File: src/nsl_pkg.sv
`default_nettype none
package nsl_pkg;

  localparam int SEED_COUNT = 5;
  localparam int COORD_W    = 10;
  localparam int POS_W      = 2 * COORD_W;
  localparam int LABEL_W    = 3;
  localparam int IDX_W      = 3;
  localparam int SQ_W       = 2 * COORD_W;
  localparam int DIST_W     = SQ_W + 1;

  localparam logic [LABEL_W-1:0] SEED_MARK = LABEL_W'(SEED_COUNT);
  localparam logic [DIST_W-1:0]  DIST_MAX  = {DIST_W{1'b1}};

  typedef logic [COORD_W-1:0] coord_t;
  typedef logic [POS_W-1:0]   pos_t;
  typedef logic [DIST_W-1:0]  dist_t;
  typedef logic [LABEL_W-1:0] label_t;

  typedef pos_t [SEED_COUNT-1:0] seed_arr_t;

  // Data handed from one cell to the next.
  typedef struct packed {
    logic   valid;
    coord_t row;
    coord_t col;
    dist_t  best;
    label_t label;
    logic   on_seed;
  } cell_bus_t;

endpackage
`default_nettype wire

File: src/nsl_pix_if.sv
`default_nettype none
interface nsl_pix_if;
  logic            valid;
  logic            ready;
  nsl_pkg::coord_t pixel_row;
  nsl_pkg::coord_t pixel_col;

  modport source (output valid, output pixel_row, output pixel_col, input ready);
  modport sink   (input valid, input pixel_row, input pixel_col, output ready);
endinterface
`default_nettype wire

File: src/nsl_lbl_if.sv
`default_nettype none
interface nsl_lbl_if;
  logic            valid;
  logic            ready;
  nsl_pkg::label_t region_label;

  modport source (output valid, output region_label, input ready);
  modport sink   (input valid, input region_label, output ready);
endinterface
`default_nettype wire

File: src/nearest_seed_labeler_top.sv
`default_nettype none
// Nearest-seed (Voronoi) labeler. Each pixel transfer on in_pix carries a row and
// column; the matching transfer on out_lbl carries the index (0..4) of the seed
// with the smallest exact squared Euclidean distance, the lowest index winning
// ties, or 5 when the pixel sits exactly on a seed. Seeds are written through
// cfg_we/cfg_index/cfg_data as row*1024+column, index 0..4; other indexes are
// ignored, and all seeds reset to (0,0). Write seeds only while no pixel is in
// flight. Throughput is one pixel per cycle while out_lbl does not stall; each
// pixel is registered in turn by every cell of the five-cell comparison chain
// (one cell per seed). The last cell's register is the output register; when
// out_lbl stalls the whole chain holds and in_pix.ready drops in the same cycle.
module nearest_seed_labeler_top (
  input  wire logic                      clk,
  input  wire logic                      rst_n,
  nsl_pix_if.sink                        in_pix,
  nsl_lbl_if.source                      out_lbl,
  input  wire logic                      cfg_we,
  input  wire logic [nsl_pkg::IDX_W-1:0] cfg_index,
  input  wire nsl_pkg::pos_t             cfg_data
);

  nsl_pkg::seed_arr_t seeds;
  nsl_pkg::cell_bus_t chain [nsl_pkg::SEED_COUNT+1];
  logic               advance;

  nsl_seed_bank u_seed_bank (
    .clk       (clk),
    .rst_n     (rst_n),
    .cfg_we    (cfg_we),
    .cfg_index (cfg_index),
    .cfg_data  (cfg_data),
    .seeds     (seeds)
  );

  // Advance the chain unless a finished label is waiting to be taken.
  assign advance      = !(chain[nsl_pkg::SEED_COUNT].valid && !out_lbl.ready);
  assign in_pix.ready = advance;

  // Head of the chain: best distance starts above any reachable value, so
  // the first cell always claims the pixel.
  always_comb begin
    chain[0].valid   = in_pix.valid;
    chain[0].row     = in_pix.pixel_row;
    chain[0].col     = in_pix.pixel_col;
    chain[0].best    = nsl_pkg::DIST_MAX;
    chain[0].label   = '0;
    chain[0].on_seed = 1'b0;
  end

  for (genvar k = 0; k < nsl_pkg::SEED_COUNT; k++) begin : g_cell
    nsl_cell u_cell (
      .clk      (clk),
      .rst_n    (rst_n),
      .en       (advance),
      .seed_pos (seeds[k]),
      .seed_idx (nsl_pkg::LABEL_W'(k)),
      .bus_in   (chain[k]),
      .bus_out  (chain[k+1])
    );
  end

  // Replace the index by the seed mark when the pixel hit a seed.
  assign out_lbl.valid        = chain[nsl_pkg::SEED_COUNT].valid;
  assign out_lbl.region_label = chain[nsl_pkg::SEED_COUNT].on_seed ?
                                nsl_pkg::SEED_MARK : chain[nsl_pkg::SEED_COUNT].label;

endmodule
`default_nettype wire

File: src/nsl_seed_bank.sv
`default_nettype none
module nsl_seed_bank (
  input  wire logic                     clk,
  input  wire logic                     rst_n,
  input  wire logic                     cfg_we,
  input  wire logic [nsl_pkg::IDX_W-1:0] cfg_index,
  input  wire nsl_pkg::pos_t            cfg_data,
  output nsl_pkg::seed_arr_t            seeds
);

  nsl_pkg::seed_arr_t seed_r;

  always_ff @(posedge clk) begin
    if (!rst_n) begin
      seed_r <= '0;
    end else if (cfg_we && (cfg_index < nsl_pkg::IDX_W'(nsl_pkg::SEED_COUNT))) begin
      // drop writes beyond the last seed
      seed_r[cfg_index] <= cfg_data;
    end
  end

  assign seeds = seed_r;

endmodule
`default_nettype wire

File: src/nsl_cell.sv
`default_nettype none
module nsl_cell (
  input  wire logic               clk,
  input  wire logic               rst_n,
  input  wire logic               en,
  input  wire nsl_pkg::pos_t      seed_pos,
  input  wire nsl_pkg::label_t    seed_idx,
  input  wire nsl_pkg::cell_bus_t bus_in,
  output nsl_pkg::cell_bus_t      bus_out
);

  nsl_pkg::coord_t    seed_row;
  nsl_pkg::coord_t    seed_col;
  nsl_pkg::coord_t    dr;
  nsl_pkg::coord_t    dc;
  logic [nsl_pkg::SQ_W-1:0] dr_sq;
  logic [nsl_pkg::SQ_W-1:0] dc_sq;
  nsl_pkg::dist_t     sq_sum;
  nsl_pkg::cell_bus_t bus_nxt;
  nsl_pkg::cell_bus_t bus_r;

  assign seed_row = seed_pos[nsl_pkg::POS_W-1:nsl_pkg::COORD_W];
  assign seed_col = seed_pos[nsl_pkg::COORD_W-1:0];

  always_comb begin
    dr     = (bus_in.row >= seed_row) ? (bus_in.row - seed_row) : (seed_row - bus_in.row);
    dc     = (bus_in.col >= seed_col) ? (bus_in.col - seed_col) : (seed_col - bus_in.col);
    dr_sq  = dr * dr;
    dc_sq  = dc * dc;
    sq_sum = nsl_pkg::DIST_W'(dr_sq) + nsl_pkg::DIST_W'(dc_sq);

    bus_nxt = bus_in;
    // strictly smaller wins, so ties keep the lower index
    if (sq_sum < bus_in.best) begin
      bus_nxt.best  = sq_sum;
      bus_nxt.label = seed_idx;
    end
    if (sq_sum == '0) begin
      bus_nxt.on_seed = 1'b1;
    end
  end

  always_ff @(posedge clk) begin
    if (!rst_n) begin
      bus_r.valid <= 1'b0;
    end else if (en) begin
      bus_r.valid <= bus_nxt.valid;
    end
  end

  always_ff @(posedge clk) begin
    if (en) begin
      bus_r.row     <= bus_nxt.row;
      bus_r.col     <= bus_nxt.col;
      bus_r.best    <= bus_nxt.best;
      bus_r.label   <= bus_nxt.label;
      bus_r.on_seed <= bus_nxt.on_seed;
    end
  end

  assign bus_out = bus_r;

endmodule
`default_nettype wire

File: src/flat_wrapper.sv
// flat-port wrapper written by rule: the top's interface ports become plain ports
module nearest_seed_labeler_top_flat 
  (clk, rst_n, cfg_we, cfg_index, cfg_data, in_pix_valid, in_pix_pixel_row, in_pix_pixel_col, in_pix_ready, out_lbl_valid, out_lbl_region_label, out_lbl_ready);
  nsl_pix_if in_pix_i ();
  nsl_lbl_if out_lbl_i ();
  input  wire logic clk;
  input  wire logic rst_n;
  input  wire logic cfg_we;
  input  wire logic [nsl_pkg::IDX_W-1:0] cfg_index;
  input  wire nsl_pkg::pos_t cfg_data;
  input wire logic [$bits(in_pix_i.valid)-1:0] in_pix_valid;
  input wire logic [$bits(in_pix_i.pixel_row)-1:0] in_pix_pixel_row;
  input wire logic [$bits(in_pix_i.pixel_col)-1:0] in_pix_pixel_col;
  output wire logic [$bits(in_pix_i.ready)-1:0] in_pix_ready;
  output wire logic [$bits(out_lbl_i.valid)-1:0] out_lbl_valid;
  output wire logic [$bits(out_lbl_i.region_label)-1:0] out_lbl_region_label;
  input wire logic [$bits(out_lbl_i.ready)-1:0] out_lbl_ready;
  assign in_pix_i.valid = in_pix_valid;
  assign in_pix_i.pixel_row = in_pix_pixel_row;
  assign in_pix_i.pixel_col = in_pix_pixel_col;
  assign in_pix_ready = in_pix_i.ready;
  assign out_lbl_valid = out_lbl_i.valid;
  assign out_lbl_region_label = out_lbl_i.region_label;
  assign out_lbl_i.ready = out_lbl_ready;
  nearest_seed_labeler_top u_core (.clk(clk), .rst_n(rst_n), .in_pix(in_pix_i), .out_lbl(out_lbl_i), .cfg_we(cfg_we), .cfg_index(cfg_index), .cfg_data(cfg_data));
endmodule
File: config.mk
export PLATFORM = sky130hd
export DESIGN_NAME = nearest_seed_labeler_top_flat
export DESIGN_NICKNAME = d
export VERILOG_FILES = /design/src/nsl_pkg.sv /design/src/nsl_pix_if.sv /design/src/nsl_lbl_if.sv /design/src/nearest_seed_labeler_top.sv /design/src/nsl_seed_bank.sv /design/src/nsl_cell.sv /design/src/flat_wrapper.sv
export SDC_FILE = /design/constraint.sdc
export NUM_CORES = 2
export LEC_CHECK = 0
export BUFFER_PORTS_ARGS = -buffer_cell sky130_fd_sc_hd__buf_2
export CAP_MARGIN = 10
export CORE_MARGIN = 5
export CORE_UTILIZATION = 40
export DETAILED_ROUTE_END_ITERATION = 10
export GPL_TIMING_DRIVEN = 0
export PLACE_DENSITY_LB_ADDON = 0.2
export SLEW_MARGIN = 15
export SYNTH_ARGS = -nofsm -noshare
export SYNTH_HDL_FRONTEND = slang
export SYNTH_HIERARCHICAL = 1
export SYNTH_SLANG_ARGS = --single-unit
File: constraint.sdc
create_clock -name clk -period 11.65 [get_ports clk]
set_input_delay 0.5825 -clock clk [delete_from_list [all_inputs] [get_ports clk]]
set_output_delay 0.5825 -clock clk [all_outputs]
set_load 0.02 [all_outputs]
==> run_results.csv <==
group,metric,value,unit
outcome,status,"completed",
routing,avgRoutedWirePerCell,18.39,µm
worst_hold_path,hold_start,"in_pix_pixel_row[8]",
setup_path,worst_ep_arrival_time,11.60,ns
routing,firstDrtPassIters,6,
sta,fin_skew,0.04300,ns
sta,hold_viol_final,0,
routing,drt_wl_total,131.3,mm
cts,cts_tree,"done",
placed_design,io_buffers,52,
grt,grt-ovfl-total,0,
placed_design,hpwlAfterDp,111.5,mm
setup_path,crit_type,"reg2reg",
routing,vias_per_cell,5.000,
routing,top_layer_used,"met5",
die,die_h,363.7,µm
synth,syn-cell-area,0.05004,mm²
die,io_pins,53,
setup_path,cp-end-kind,"flop",
sta,relSlewSlack,0.2015,
cts,clk_latency,0.59,ns
synth,yosysWarnings,6,
die,start_util,0.4037,
setup_path,r2r_setup_slack,0.37,ns
cells_and_area,nNetsFinal,6910,
routing,num_vias,35710,
grt,grt_max_degree,57,
grt,grt_antenna_before_repair,17,
die,rows,129,
sta,maxSlewViolCount,0,
grt,grt_pass1_wl,207.1,mm
cells_and_area,layout_common_cells,"inv_1 (1237), ha_1 (715), fa_1 (675)",
cts,cts_made_buffers,36,
cells_and_area,drive_above_1_share,0.08691,
die,die_w,363.7,µm
flow_run,drv_cap,0,
cts,cts_sinks,289,
sta,setup_viol,0,
routing,drtIter0Drc,2052,
placed_design,gp_congestion,0.8849,
worst_hold_path,hold_path.class,"in2reg",
routing,wl_met2,61.58,mm
setup_path,r2r-start,"u_core/g_cell[0].u_cell/bus_out[25]$_DFFE_PP_",
sta,holdWs,0.2317,ns
routing,dr_wl_met3,6.606,mm
setup_path,critPathRequiredTime,11.97,ns
cts,htreeDepth,2,
setup_path,path_max_fanout,10,
routing,wl_met1,59.53,mm
grt,grt_use_total,0.2005,
cts,cts_buffer_depth,3,
sta,fin_crit,11.28,ns
synth,postSynthAreaPerCell,9.418,µm²
grt,grt_pass1_vias,36920,
sta,finalSetupTns,0,ns
setup_path,path_common_cell,"fa_1",
die,core-area,0.1240,mm²
cells_and_area,postLayoutCoreUtil,0.4384,
setup_path,slowest_stage,"fa_1",
cts,cts.clk_slew.worst_paths,0.06,ns
sta,tightestPinTransition,1.198,ns
setup_path,max_stage_delay,0.57,ns
routing,drc,0,
setup_path,setup.worst_path.start,"u_core/g_cell[0].u_cell/bus_out[25]$_DFFE_PP_",
cells_and_area,mostFrequentLayoutCell,"inv_1",
sta,finalCritPeriodShare,0.9684,
sta,max_freq,0.08863,GHz
cells_and_area,synthToLayoutAreaGrowth,8.612,%
routing,ant_nets,0,
setup_path,startpoint_type,"flop",
cts,root_buffer,"clkbuf_16",
die,fp.dieArea,0.1323,mm²
synth,netlist_instances,5313,
path summary, 6_finish.rpt:
| kind | endpoint | cells after the start |
|---|---|---|
| hold / removal | u_core/g_cell[0].u_cell/bus_out[43]$_DFFE_PP_ | 1 |
| setup reg to reg | u_core/g_cell[1].u_cell/bus_out[11]$_DFFE_PP_ | 40 |
| hold reg to reg | u_core/u_seed_bank/seeds[19]$_SDFFE_PN0P_ | 2 |
| setup / recovery | u_core/g_cell[1].u_cell/bus_out[11]$_DFFE_PP_ | 40 |
metrics by stage:
stage                     area [µm²]  instances  worst slack, ns
final                          54350       7142           0.3676
after detailed placement       52710       7065           -1.105
after global placement         52560       7060           -1.219
after CTS                      53940       7131          0.02028
after global routing           54330       7137        -0.005030
after floorplan                50260       5371            1.053
final cells by class:
type | instances | area (µm²)
Antenna cell | 5 | 12.51
Buffer | 119 | 573.1
Clock buffer | 43 | 967.2
Clock inverter | 23 | 203.9
Fill cell | 12310 | 69610
Inverter | 1246 | 4681
Multi-Input combinational cell | 3717 | 37820
Sequential cell | 289 | 7627
Tap cell | 1637 | 2048
Timing Repair Buffer | 63 | 411.6
worst max-delay path, delay by kind of cell, from the launching register on:
kind | cells | cell delay (ns)
xor+xnor | 2 | 0.67
flops | 1 | 0.43
simple gates | 2 | 0.48
compound gates | 14 | 3.11
fa+ha+maj | 11 | 4.76
mux | 1 | 0.41
buf+inv | 10 | 1.15
timing repair:
item,in CTS,in global routing
setup buffers,0,6
pin swaps,0,3
gates resized for setup,12,72
hold buffers,0,0
endpoints found under the setup margin,64,87
state kept, by name (all words and copies together) (netlist names):
signal	count
u_core/u_seed_bank/seeds	100
u_core/g_cell.u_cell/bus_out	189
per-layer routing:
layer / vias up / track usage
met3: 150 / 0.02661
met5: - / 0
li1: 17250 / -
met4: 2 / 0.05340
met2: 687 / 0.3354
met1: 17620 / 0.2753
Power is left out: the tool's default activity adds up to more than one toggle a clock period on the data nets, which glitch-free logic cannot reach.
